==> src/sorg_pkg.sv <==
`timescale 1ns / 1ps
package sorg_pkg;

  localparam int unsigned MaxProfile  = 256;
  localparam int unsigned MaxDivs     = 256;
  localparam int unsigned SineBits    = 10;
  localparam int unsigned Quarter     = 1 << (SineBits - 2);
  localparam int unsigned AddrW       = $clog2(MaxProfile);
  localparam int unsigned CntW        = AddrW + 1;
  localparam int unsigned DivCntW     = $clog2(MaxDivs) + 1;
  localparam int unsigned IdxW        = 17;
  localparam int unsigned QtrW        = SineBits - 2;

  typedef enum logic [2:0] {
    CMD_LOAD   = 3'd0,
    CMD_VERTEX = 3'd1,
    CMD_CAPCTR = 3'd2,
    CMD_QUAD   = 3'd3,
    CMD_CAPTRI = 3'd4
  } cmd_e;

  typedef enum logic [2:0] {
    REG_NDIV  = 3'd0,
    REG_AXIS  = 3'd1,
    REG_CAPS  = 3'd2,
    REG_NPTS  = 3'd3,
    REG_PHASE = 3'd4
  } reg_e;

  typedef enum logic [2:0] {
    ST_IDLE,
    ST_RD_FIRST,
    ST_RD_LAST,
    ST_RD_RING,
    ST_MUL,
    ST_SUM,
    ST_OUT
  } state_e;

  typedef struct packed {
    logic [2:0]  command;
    logic [7:0]  ring_index;
    logic [7:0]  division;
    logic        cap_end;
    logic signed [31:0] x_coord;
    logic signed [31:0] y_coord;
    logic signed [31:0] z_coord;
  } req_t;

  typedef struct packed {
    logic        status;
    logic signed [31:0] out_x;
    logic signed [31:0] out_y;
    logic signed [31:0] out_z;
    logic [2:0]  corner_count;
    logic [IdxW-1:0] corner_a;
    logic [IdxW-1:0] corner_b;
    logic [IdxW-1:0] corner_c;
    logic [IdxW-1:0] corner_d;
  } rsp_t;

  typedef struct packed {
    logic        latch_req;
    logic        store_wr;
    logic [1:0]  rd_sel;
    logic        cap_first;
    logic        cap_last;
    logic        cap_ring;
    logic        do_mul;
    logic        do_sum;
  } ctrl_t;

  typedef struct packed {
    logic is_load;
  } stat_t;

  localparam logic [1:0] RD_FIRST = 2'd0;
  localparam logic [1:0] RD_LAST  = 2'd1;
  localparam logic [1:0] RD_RING  = 2'd2;

  // quarter-wave sine entry in Q2.30, evaluated at elaboration only
  function automatic logic [31:0] sin_series(input int unsigned k);
    logic [63:0] x, x2, t, s;
    logic [63:0] halfpi;
    begin
      halfpi = 64'd1686629713;
      x  = (64'(k) * halfpi + 64'(Quarter / 2)) / 64'(Quarter);
      x2 = (x * x + (64'd1 << 29)) >> 30;
      t  = x;
      s  = x;
      for (int n = 1; n <= 7; n++) begin
        t = ((t * x2) >> 30) / 64'((2 * n) * (2 * n + 1));
        if ((n % 2) == 1) s = s - t;
        else s = s + t;
      end
      if ($signed(s) < 0) s = '0;
      if ($signed(s) > $signed(64'd1073741824)) s = 64'd1073741824;
      if (k == Quarter) s = 64'd1073741824;
      sin_series = s[31:0];
    end
  endfunction

endpackage

==> src/sorg_ctrl.sv <==
`timescale 1ns / 1ps
module sorg_ctrl (
  input  logic            clk_i,
  input  logic            rst_ni,
  input  logic            req_valid_i,
  output logic            req_ready_o,
  output logic            rsp_valid_o,
  input  logic            rsp_ready_i,
  input  sorg_pkg::stat_t stat_i,
  output sorg_pkg::ctrl_t ctrl_o
);

  sorg_pkg::state_e state_q, state_d;

  always_ff @(posedge clk_i or negedge rst_ni) begin
    if (!rst_ni) begin
      state_q <= sorg_pkg::ST_IDLE;
    end else begin
      state_q <= state_d;
    end
  end

  always_comb begin
    state_d = state_q;
    unique case (state_q)
      sorg_pkg::ST_IDLE: begin
        if (req_valid_i) state_d = sorg_pkg::ST_RD_FIRST;
      end
      sorg_pkg::ST_RD_FIRST: begin
        state_d = stat_i.is_load ? sorg_pkg::ST_IDLE : sorg_pkg::ST_RD_LAST;
      end
      sorg_pkg::ST_RD_LAST: state_d = sorg_pkg::ST_RD_RING;
      sorg_pkg::ST_RD_RING: state_d = sorg_pkg::ST_MUL;
      sorg_pkg::ST_MUL: state_d = sorg_pkg::ST_SUM;
      sorg_pkg::ST_SUM: state_d = sorg_pkg::ST_OUT;
      sorg_pkg::ST_OUT: begin
        if (rsp_ready_i) state_d = sorg_pkg::ST_IDLE;
      end
      default: state_d = sorg_pkg::ST_IDLE;
    endcase
  end

  always_comb begin
    ctrl_o       = '0;
    req_ready_o  = 1'b0;
    rsp_valid_o  = 1'b0;
    unique case (state_q)
      sorg_pkg::ST_IDLE: begin
        req_ready_o       = 1'b1;
        ctrl_o.latch_req  = req_valid_i;
      end
      sorg_pkg::ST_RD_FIRST: begin
        ctrl_o.store_wr = stat_i.is_load;
        ctrl_o.rd_sel   = sorg_pkg::RD_FIRST;
      end
      sorg_pkg::ST_RD_LAST: begin
        ctrl_o.rd_sel    = sorg_pkg::RD_LAST;
        ctrl_o.cap_first = 1'b1;
      end
      sorg_pkg::ST_RD_RING: begin
        ctrl_o.rd_sel   = sorg_pkg::RD_RING;
        ctrl_o.cap_last = 1'b1;
      end
      sorg_pkg::ST_MUL: begin
        ctrl_o.cap_ring = 1'b1;
        ctrl_o.do_mul   = 1'b1;
      end
      sorg_pkg::ST_SUM: begin
        ctrl_o.do_sum = 1'b1;
      end
      sorg_pkg::ST_OUT: begin
        rsp_valid_o = 1'b1;
      end
      default: ;
    endcase
  end

endmodule

==> config.mk <==
export PLATFORM = sky130hd
export DESIGN_NAME = sorg_ctrl
export DESIGN_NICKNAME = d
export VERILOG_FILES = /design/src/sorg_pkg.sv /design/src/sorg_ctrl.sv
export SDC_FILE = /design/constraint.sdc
export NUM_CORES = 1
export LEC_CHECK = 0
export BUFFER_PORTS_ARGS = -buffer_cell sky130_fd_sc_hd__clkbuf_2
export CORE_AREA = 2 2 39 41
export CTS_CLUSTER_DIAMETER = 60
export DETAILED_ROUTE_END_ITERATION = 7
export DIE_AREA = 0 0 41 43
export PLACE_DENSITY = 0.4
export SKIP_LAST_GASP = 1
export SLEW_MARGIN = 20
export SYNTH_ARGS = -nofsm -noshare
export SYNTH_HDL_FRONTEND = slang
export SYNTH_SLANG_ARGS = --single-unit
==> constraint.sdc <==
create_clock -name clk_i -period 1.9 [get_ports clk_i]
set_input_delay 0.095 -clock clk_i [delete_from_list [all_inputs] [get_ports clk_i]]
set_output_delay 0.095 -clock clk_i [all_outputs]
set_load 0.1 [all_outputs]
== Word-level counts from Yosys, hierarchy flattened ==
Cells that the tools add are included.
Word-level totals
  register bits after elaboration: 3
Operators by class
  eq/ne operators: 8
  multiplexer cells: 13
  reduce and logical (&&, ||, !) cells: 2
Operators by type and width (count)
  case mux 3 bit (7 select lines): 1
  == test 3 bit, second input constant: 3
  two-way mux 1 bit: 7
  == test 3 x 2 -> 1 bit, second input constant: 2
  two-way mux 3 bit: 2
  two-way mux 2 bit: 2
  != test 2 bit, second input constant: 2
  case mux 2 bit (2 select lines): 1
  == test 3 x 1 -> 1 bit, second input constant: 1
  zero test 3 bit: 1
  AND reduction 2 bit: 1

== Longest topological paths before layout ==
Gate-level depths: netlist of run 1.
  word-level depth: 3
  depth in mapped cells: 3
  mapped depth without buffers: 2

== Worst setup path before layout of run 1 ==
OpenSTA, ideal clock, no wires.
  path type: reg-to-output
  from: reg state_q[2]
  to: out ctrl_o[7] in the netlist's numbering
  arrival time: 3.449 ns
  data required time: 1.805 ns
  slack: -1.644 ns
  stages on the path, launching flop included: 3
  buffers on the path: 1
  cell sequence: dfrtp_1 -> buf_6 -> nor4bb_1
RTL lines
  from (decl): RTL line sorg_ctrl.sv:13  | sorg_pkg::state_e state_q, state_d;
  from (signal assigned): RTL line sorg_ctrl.sv:17  | state_q <= sorg_pkg::ST_IDLE;
  from (signal assigned): RTL line sorg_ctrl.sv:19  | state_q <= state_d;
  to (decl): RTL line sorg_ctrl.sv:10  | output sorg_pkg::ctrl_t ctrl_o

==> results of run 1 <==
## worst reg2reg max path, cell delays in order (launching register included)
cell and delay (ns):
dfrtp_1 0.66, and3b_2 0.28, a21o_1 0.15
## cells by family (layout without fill, tap and decap cells)
kind of cell	after synthesis	after routing	synth area share
and+or+nand+nor	12	12	0.3939
AOI/OAI and AO/OA	5	5	0.1681
buffers and inverters	5	20	0.1725
DFF	3	3	0.2655
## what timing repair did
item / CTS / global route
hold buffers: 1 / 0
endpoints found under the hold margin: 3 / 0
endpoints found under the setup margin: 0 / 0
## metrics by stage
stage	cells	hold WS [ns]	setup slack, ns	instance area (um2)
after floorplan	25	-0.2006	0.01723	326.6
after CTS	56	0.1739	0.1597	416.7
after global routing	56	0.1892	0.1039	416.7
after global placement	51	-0.1070	0.4254	380.4
after detailed placement	51	-0.1076	0.4127	380.4
final	56	0.1805	0.1801	416.7
## synth_stat cells (all sizes together)
cell type / instances / share of area
nand2b: 1 / 0.022
nor3: 2 / 0.071
nor3b: 2 / 0.088
a21o: 1 / 0.027
nor4bb: 1 / 0.035
buf: 5 / 0.17
and3b: 4 / 0.13
o22ai: 1 / 0.044
a21bo: 1 / 0.035
and2b: 1 / 0.027
dfrtp: 3 / 0.27
a211oi: 1 / 0.044
and2: 1 / 0.022
o21ai: 1 / 0.018
## layer usage
metal / global-route usage / vias to the layer above / wire [um]
li1: - / 117 / -
met1: 0.07190 / 106 / 207
met2: 0.07500 / 10 / 252
met3: 0.03141 / 0 / 56
met4: 0.06000 / 0 / 0
met5: 0 / - / 0
## area by class of cell
| cell class | count | area [um2] | share of cell area |
|---|---|---|---|
| Multi-Input combinational cell | 17 | 195.2 | 0.4685 |
| Timing Repair Buffer | 16 | 100.1 | 0.2402 |
| Clock buffer | 4 | 26.28 | 0.06306 |
| Tap cell | 16 | 20.02 | 0.04805 |
| Sequential cell | 3 | 75.07 | 0.1802 |
## path summary, 6_finish.rpt
path / to / slack (ns)
worst min-delay path: state_q[1]$_DFFE_PN0P_ / 0.18
worst max register to register: state_q[2]$_DFFE_PN0P_ / 0.70
min in group asynchronous: state_q[0]$_DFFE_PN0P_ / 0.19
max in group asynchronous: state_q[2]$_DFFE_PN0P_ / 1.60
worst min register to register: state_q[0]$_DFFE_PN0P_ / 0.77
worst max-delay path: ctrl_o[3] / 0.18
==> summary.md, run 1 <==
| Metric | Value |
|---|---|
| Final Cycle Share | 0.9052 |
| Cell depth of the worst flop-to-flop path | 2 |
| Post-cts sizing count | 0 |
| Core Area | about 1400 um2 |
| RSZ-0062 raised after global routing | false |
| CP Data Arrival Time | approximately 1.6 ns |
| Crit path cell chain | and3b_2 > clkbuf_2 |
| Layout cells sized above 1 | 0.6750 |
| Cell area after synthesis | between 200 and 300 um2 |
| Max-cap violations | 0 |
| Starting Density | 0.2043 |
| Cell family with most CP delay | flip-flops |
| YS warnings | 0 |
| First-pass GRT wire length | roughly 700 um |
| Die outline width | between 40 and 50 um |
| CTS tree | done |
| Sequential area share after synthesis | 0.2655 |
| DR WL/cell | 9.214 um |
| Worst slew pin tran | ~0.54 ns |
| Worst min-delay path class | in2reg |
| Worst hold path cell count | 3 |
| Die area | 1763 um2 |
| Syn_nets | 30 |
| Worst-path fanout max | 12 |
| Clock skew | 0.002784 ns |
| # DRC | 0 |
| P&R area growth vs syn | 47.35% |
| Fin crit period | around 1.7 ns |
| Total grt overflow | 0 |
| Crit path launch | state_q[0]$_DFFE_PN0P_ |
| 1st-iter DRT viols | 0 |
| Die Y | ~43 um |
| DP Wirelength | roughly 390 um |
| Max incr delay on CP | about 0.65 ns |
| CP max stage cell | dfrtp_1 |
| Synth Instances | 25 |
| Largest net degree at the start of global routing | 14 |
| Number of global-route vias before repair | 170 |
| Vias post-DR | approximately 230 |
| Commonest non-fill, non-tap cell in the layout | clkbuf_2 |
| Final core utilization | 0.3011 |
| Layout fillers | roughly 160 |
| Routed WL | around 520 um |
| Relative slew margins | 0.6406 |
| Diode count | 0 |
| Crit Reg-Reg Startpoint | state_q[2]$_DFFE_PN0P_ |
| Sink Count | 3 |
| Largest register FFs | 3 |
| Clock buffer depth | 2 |
| Kind of critical path | reg2out |
| ANT nets after route | 0 |
| Clock-pin transition on the worst setup and hold timing paths | around 0.04 ns |
| I/O Pins | 16 |
| DR pass1 iterations | 1 |
| CP Launch Type | register |
| Yosys reg bits | 3 |
| Mean area per synthesized cell | about 11 um2 |
| Most frequent cells in the layout | 9 x clkbuf_2, 6 x buf_4, 3 x and3b_1, 3 x clkbuf_4, 3 x dfrtp_1 |
| Largest register by flop count | state_q |
| Root buf cell | clkbuf_4 |
| Final #Nets | 46 |
| Post-synth cell types | 16 |
| Buf/Inv on CP | 1 |
| Worst hold start | rsp_ready_i |
| Clock H-tree levels | 1 |
| Num CTS Buffers | 3 |
| Final hold violations | 0 |
| Pins over their slew limit | 0 |
| Post-CTS Setup Bufs | 0 |
| Critical Path RT | 1.80 ns |
| Rows | 14 |
| Fmax | around 580 MHz |
| Mean number of vias per cell | 4.161 |
| Status | complete, no violations |
| Total track usage | 0.06155 |
| Port buffer count | 15 |
| Levels on crit path | 2 |
| Antenna violations before repair | 0 |
| Largest regs | state_q (3) |
| Clk_lat worst skew | roughly 0.23 ns |
| Kind of end point of the critical path | primary output |
| Finish-stage setup viols | 0 |
| Setup Total Neg Slack | 0 ns |
| Placer Congestion | 0.6240 |
Power of run 1 is not shown: default switching activity piles up to over one toggle a cycle in this logic, so the estimate is an artifact.
==> inputs of run 2 (changes only) <==
Settings changed: BUFFER_PORTS_ARGS -buffer_cell sky130_fd_sc_hd__clkbuf_2 to -buffer_cell sky130_fd_sc_hd__buf_4, REMOVE_ABC_BUFFERS set to 1.
==> run 2 against run 1 <==
Flip-flop and latch count unchanged; register-to-register slack better by 0.09 ns; first-iteration DRC count up 2; critical path depth unchanged; non-clock buffer count unchanged; sequential share of layout area up 0.62 points; critical path type unchanged.
==> summary.md, run 2 (synthesis results as in run 1) <==
| Metric | Value |
|---|---|
| Layout cells sized above 1 | 0.6250 (-0.05000) |
| Commonest non-fill, non-tap cell in the layout | buf_4 |
| Final Cycle Share | 0.8025 (-0.1027) |
| DR WL/cell | 10.23 um (+11%) |
| Starting Density | 0.2043 (unchanged) |
| DR pass1 iterations | 2 (+1) |
| ANT nets after route | 0 (unchanged) |
| Diode count | 0 (unchanged) |
| CTS tree | done |
| Mean number of vias per cell | 4.107 (-1.3%) |
| Die Y | 43 um (unchanged) |
| Die area | 1763 um2 (unchanged) |
| Clock buffer depth | 2 (unchanged) |
| Worst min-delay path class | in2reg |
| Post-CTS Setup Bufs | 0 (unchanged) |
| Rows | 14 (unchanged) |
| Number of global-route vias before repair | 209 (+23%) |
| First-pass GRT wire length | 883 um (+27%) |
| Worst slew pin tran | 0.4130 ns (-0.1284 ns) |
| Largest register FFs | 3 (unchanged) |
| Kind of end point of the critical path | primary output |
| Setup ws final | 0.3753 ns (+0.1951 ns) |
| CP Data Arrival Time | 1.43 ns (-0.19 ns) |
| Die outline width | 41 um (unchanged) |
| Total track usage | 0.07445 (+0.01289) |
| Cell depth of the worst flop-to-flop path | 2 (unchanged) |
| Critical Path RT | 1.80 ns (about the same) |
| Clock H-tree levels | 1 (unchanged) |
| Vias post-DR | 230 (-1.3%) |
| Antenna violations before repair | 0 (unchanged) |
| Core Area | 1384 um2 (unchanged) |
| Clock-pin transition on the worst setup and hold timing paths | 0.04 ns (about the same) |
| Clock skew | 0.004352 ns (+0.001568 ns) |
| R2r endpoint | state_q[2]$_DFFE_PN0P_ |
| RSZ-0062 raised after global routing | false |
| Crit path launch | state_q[2]$_DFFE_PN0P_ |
| Num CTS Buffers | 3 (unchanged) |
| Finish-stage setup viols | 0 (unchanged) |
| P&R area growth vs syn | 42.48% |
| Final #Nets | 46 (unchanged) |
| Kind of critical path | reg2out |
| Largest net degree at the start of global routing | 14 (unchanged) |
| CP Launch Type | register |
| 1st-iter DRT viols | 2 (+2) |
| Relative slew margins | 0.7246 (+0.08408) |
| Fin crit period | 1.525 ns (-0.1951 ns) |
| Crit Reg-Reg Startpoint | state_q[2]$_DFFE_PN0P_ |
| Layout fillers | 151 (-4.4%) |
| # DRC | 0 (unchanged) |
| Status | complete, no violations |
| I/O Pins | 16 (unchanged) |
| Reg2reg setup slack | 0.79 ns (+0.09 ns) |
| Total grt overflow | 0 (unchanged) |
| Max-cap violations | 0 (unchanged) |
| Clk_lat worst skew | 0.23 ns (about the same) |
| DP Worst Slack | 0.6125 ns (+0.1998 ns) |
| Routed WL | 573 um (+11%) |
| Pins over their slew limit | 0 (unchanged) |
| Final hold violations | 0 (unchanged) |
| Most frequent cells in the layout | 15 x buf_4, 3 x and3b_1, 3 x clkbuf_4, 3 x dfrtp_1 |
| Placer Congestion | 0.5614 (-10%) |
| DP Wirelength | 424.5 um (+7.6%) |
| Fmax | 655.8 MHz (+13%) |
| Worst-path fanout max | 13 (+1) |
| Largest regs | state_q (3) |
| Worst Setup EP | ctrl_o[7] |
| Root buf cell | clkbuf_4 |
| Port buffer count | 15 (unchanged) |
| Largest register by flop count | state_q |
| Sink Count | 3 (unchanged) |
[run 2: per-layer routing]
| metal | part of all wire | vias to the layer above | global-route usage |
|---|---|---|---|
| met1 | 0.46 | 106 | 0.09061 |
| met4 | 0 | 0 | 0.04000 |
| met2 | 0.47 | 8 | 0.1063 |
| li1 | - | 116 | - |
| met5 | 0 | - | 0 |
| met3 | 0.070 | 0 | 0.03141 |
[run 2: timing repair]
action,CTS,global route
gates resized for setup,0,0
hold buffers,1,0
endpoints found under the hold margin,3,0
[run 2: through the flow]
stage	cell area (um2)	TNS, ns	hold slack (ns)	utilization	instances
global route	402.9	0	0.1893	0.2911	56
floorplan	234.0	-6.782	-0.2006	-	20
detailed placement	366.6	0	-0.1128	0.2649	51
CTS	402.9	0	0.1745	0.2911	56
global placement	366.6	0	-0.1148	0.2649	51
finish	402.9	0	0.1770	0.2911	56
[run 2: layout make-up]
cell class,instances,area [um2],area share
multi-input cells,17,158.9,0.3944
repair buffers,16,122.6,0.3043
clock buffers,4,26.28,0.06522
well taps,16,20.02,0.04969
flip-flops and latches,3,75.07,0.1863
[run 2: worst max-delay path: stages (launching register included)]
cell and delay [ns]:
dfrtp_1 0.51, nor4bb_1 0.34, buf_4 0.34
[run 2: worst min-delay path by stage]
stage                            from                      to  slack, ns  depth (start not counted)
after floorplan                rst_ni  state_q[0]$_DFFE_PN0P_      -0.20                          0
after global placement         rst_ni  state_q[2]$_DFFE_PN0P_      -0.11                          1
after detailed placement       rst_ni  state_q[1]$_DFFE_PN0P_      -0.11                          1
after CTS                 rsp_ready_i  state_q[1]$_DFFE_PN0P_       0.17                          3
after global routing      rsp_ready_i  state_q[1]$_DFFE_PN0P_       0.19                          3
final                     rsp_ready_i  state_q[1]$_DFFE_PN0P_       0.18                          3
Power of run 2 is left out for the same reason.
==> inputs of run 3 (changes only) <==
Settings changed: ABC_AREA set to 1, PLACE_DENSITY 0.4 to 0.35.
Clock period 1.9 ns to 1.5 ns, I/O delays scaled along.
==> run 3 against run 2 <==
Setup slack got worse by 0.25 ns; final area decreased by 1.9%; via count increased by 13%; first-iteration DRC count increased to 2.5 times the previous value; synthesized area decreased by 23%; synthesized cell count increased by 44%; clock-buffer cell count unchanged; critical endpoint unchanged.
==> summary.md, run 3 <==
| Metric | Value |
|---|---|
| Status | complete, no violations |
| Mean number of vias per cell | 3.729 (-9.2%) |
| Clock-pin transition on the worst setup and hold timing paths | 0.04 ns (about the same) |
| Sequential area share after synthesis | 0.3448 (+0.07934) |
| Die Y | 43 um (unchanged) |
| Final #Nets | 60 (+30%) |
| Ys flop type | dfrtp_1 |
| CTS tree | done |
| Port buffer count | 15 (unchanged) |
| Total grt overflow | 0 (unchanged) |
| Max incr delay on CP | 0.44 ns (-0.07 ns) |
| 1st-iter DRT viols | 5 (+3) |
| Total track usage | 0.07437 (-0.00007482) |
| Post-synth EDFFs | 0 (unchanged) |
| Core Area | 1384 um2 (unchanged) |
| Layout cells sized above 1 | 0.4074 (-0.2176) |
| Starting Density | 0.1573 (-0.04702) |
| FFs w/ async S/R, synth | 1.000 (unchanged) |
| Finish-stage setup viols | 0 (unchanged) |
| Antenna violations before repair | 0 (unchanged) |
| Placed inst area | 335.3 um2 (-8.5%) |
| Fin crit period | 1.378 ns |
| Post-synth cell types | 10 (-6) |
| Synth top area share | 0.3448 (+0.07934) |
| I/O Pins | 16 (unchanged) |
| DR WL/cell | 7.900 um (-23%) |
| Clock buffer depth | 2 (unchanged) |
| Clock skew | 0.001214 ns (-0.003138 ns) |
| Count leader, synth | nand2_1 |
| Num CTS Buffers | 3 (unchanged) |
| Number of global-route vias before repair | 227 (+8.6%) |
| DR pass1 iterations | 4 (+2) |
| CP max stage cell | dfrtp_1 |
| Sink Count | 3 (unchanged) |
| ANT nets after route | 0 (unchanged) |
| Largest net degree at the start of global routing | 8 (-6) |
| Synth Instances | 36 (+44%) |
| RSZ-0062 raised after global routing | true |
| Kind of critical path | reg2out |
| Mean area per synthesized cell | 6.047 um2 (-47%) |
| Largest register by flop count | state_q |
| Placer Congestion | 0.7025 (+25%) |
| YS warnings | 0 (unchanged) |
| Post-CTS Setup Bufs | 0 (unchanged) |
| Fmax | between 700 and 800 MHz |
| P&R area growth vs syn | 81.61% |
| Kind of end point of the critical path | primary output |
| Placed Instances | 65 (+27%) |
| Final core utilization | 0.2857 (-0.005425) |
| Root buf cell | clkbuf_4 |
| First-pass GRT wire length | 869 um (-1.6%) |
| Die area | 1763 um2 (unchanged) |
| CP Launch Type | register |
| Largest cells by area after synthesis | dfrtp_1 34%, nand2_1 16%, inv_1 14% |
| Yosys top cell by area | dfrtp_1 |
| Routed WL | 553 um (-3.5%) |
| Non-Filler Instances | 70 (+25%) |
| Die outline width | 41 um (unchanged) |
| Rows | 14 (unchanged) |
| Critical Path RT | 1.42 ns (-0.38 ns) |
| Commonest non-fill, non-tap cell in the layout | buf_4 |
| Clk_lat worst skew | 0.23 ns (about the same) |
| Pins over their slew limit | 0 (unchanged) |
| Worst-path fanout max | 6 (-7) |
| DP Wirelength | 461.8 um (+8.8%) |
| Commonest cells post-synth | 9 x nand2_1, 8 x inv_1, 7 x nor2_1 |
| Yosys reg bits | 3 (unchanged) |
| Relative slew margins | 0.8151 (+0.09045) |
| Final hold violations | 0 (unchanged) |
| Most frequent cells in the layout | 10 x buf_4, 9 x nand2_1, 7 x inv_1, 7 x nor2_1, 5 x buf_6 |
| Final Cycle Share | 0.9187 |
| Worst slew pin tran | 0.2797 ns (-0.1334 ns) |
| Vias post-DR | 261 (+13%) |
| # DRC | 0 (unchanged) |
| Clock H-tree levels | 1 (unchanged) |
| Diode count | 0 (unchanged) |
| Worst min-delay path class | in2reg |
| Largest register FFs | 3 (unchanged) |
| Design Area, Final | 395.4 um2 (-1.9%) |
| Max-cap violations | 0 (unchanged) |
| Largest regs | state_q (3) |
| Layout fillers | 176 (+17%) |
| Crit path cell chain | inv_1 > nor2_1 > inv_1 > nor2_1 > buf_6 |
| Setup Total Neg Slack | 0 ns (unchanged) |
| Cell area after synthesis | 217.7 um2 (-23%) |
| CP Data Arrival Time | 1.30 ns (-0.13 ns) |
==> run 3: metal layers <==
layer  up-vias  share of wire  global-route usage  routed length (um)
li1        138              -                   -                   -
met1       112           0.44             0.08710                 244
met2        11           0.46              0.1000                 255
met3         0          0.096             0.06283                  53
met4         0              0             0.02000                   0
met5         -              0                   0                   0
==> run 3: kinds of logic after synthesis <==
group                  share of synthesized area
flip-flops                                0.3448
AO/OA/AOI/OAI                            0.02297
buffers and inverters                     0.2069
AND/OR/NAND/NOR                           0.4253
==> run 3: final timing paths <==
path | cells after the start | to | start | slack (ns)
max in group asynchronous | 2 | state_q[2]$_DFFE_PN0P_ | rst_ni | 1.23
setup / recovery | 5 | ctrl_o[7] | state_q[0]$_DFFE_PN0P_ | 0.12
min in group asynchronous | 2 | state_q[0]$_DFFE_PN0P_ | rst_ni | 0.17
setup reg to reg | 4 | state_q[1]$_DFFE_PN0P_ | state_q[2]$_DFFE_PN0P_ | 0.59
hold / removal | 4 | state_q[2]$_DFFE_PN0P_ | rsp_ready_i | 0.11
hold reg to reg | 3 | state_q[2]$_DFFE_PN0P_ | state_q[2]$_DFFE_PN0P_ | 0.65
==> run 3: worst max-delay path: cells and delay by family, from the launching register on <==
family	cells	cell delay (ns)
simple gates	2	0.24
flops	1	0.44
buf+inv	3	0.39
==> run 3: per-stage QoR <==
stage | worst slack, ns | hold slack [ns]
after CTS | 0.04484 | 0.1075
after global routing | -0.008169 | 0.1396
after floorplan | -3.083 | -0.2206
final | 0.1219 | 0.1083
after detailed placement | 0.2975 | -0.1305
after global placement | 0.2876 | -0.1315
==> run 3: area by class of cell <==
| cell class | count | area (um2) | share of cell area |
|---|---|---|---|
| clock buffer | 4 | 26.28 | 0.06646 |
| inverter | 8 | 30.03 | 0.07595 |
| multi-input combinational | 23 | 102.6 | 0.2595 |
| tap | 16 | 20.02 | 0.05063 |
| sequential | 3 | 75.07 | 0.1899 |
| timing repair buffer | 16 | 141.4 | 0.3576 |
==> run 3: repair_timing <==
action / CTS / global route
gates resized for setup: 0 / 7
endpoints found under the hold margin: 3 / 0
setup endpoints to repair: 0 / 7
hold buffers: 1 / 0
Power of run 3 is left out for the same reason.
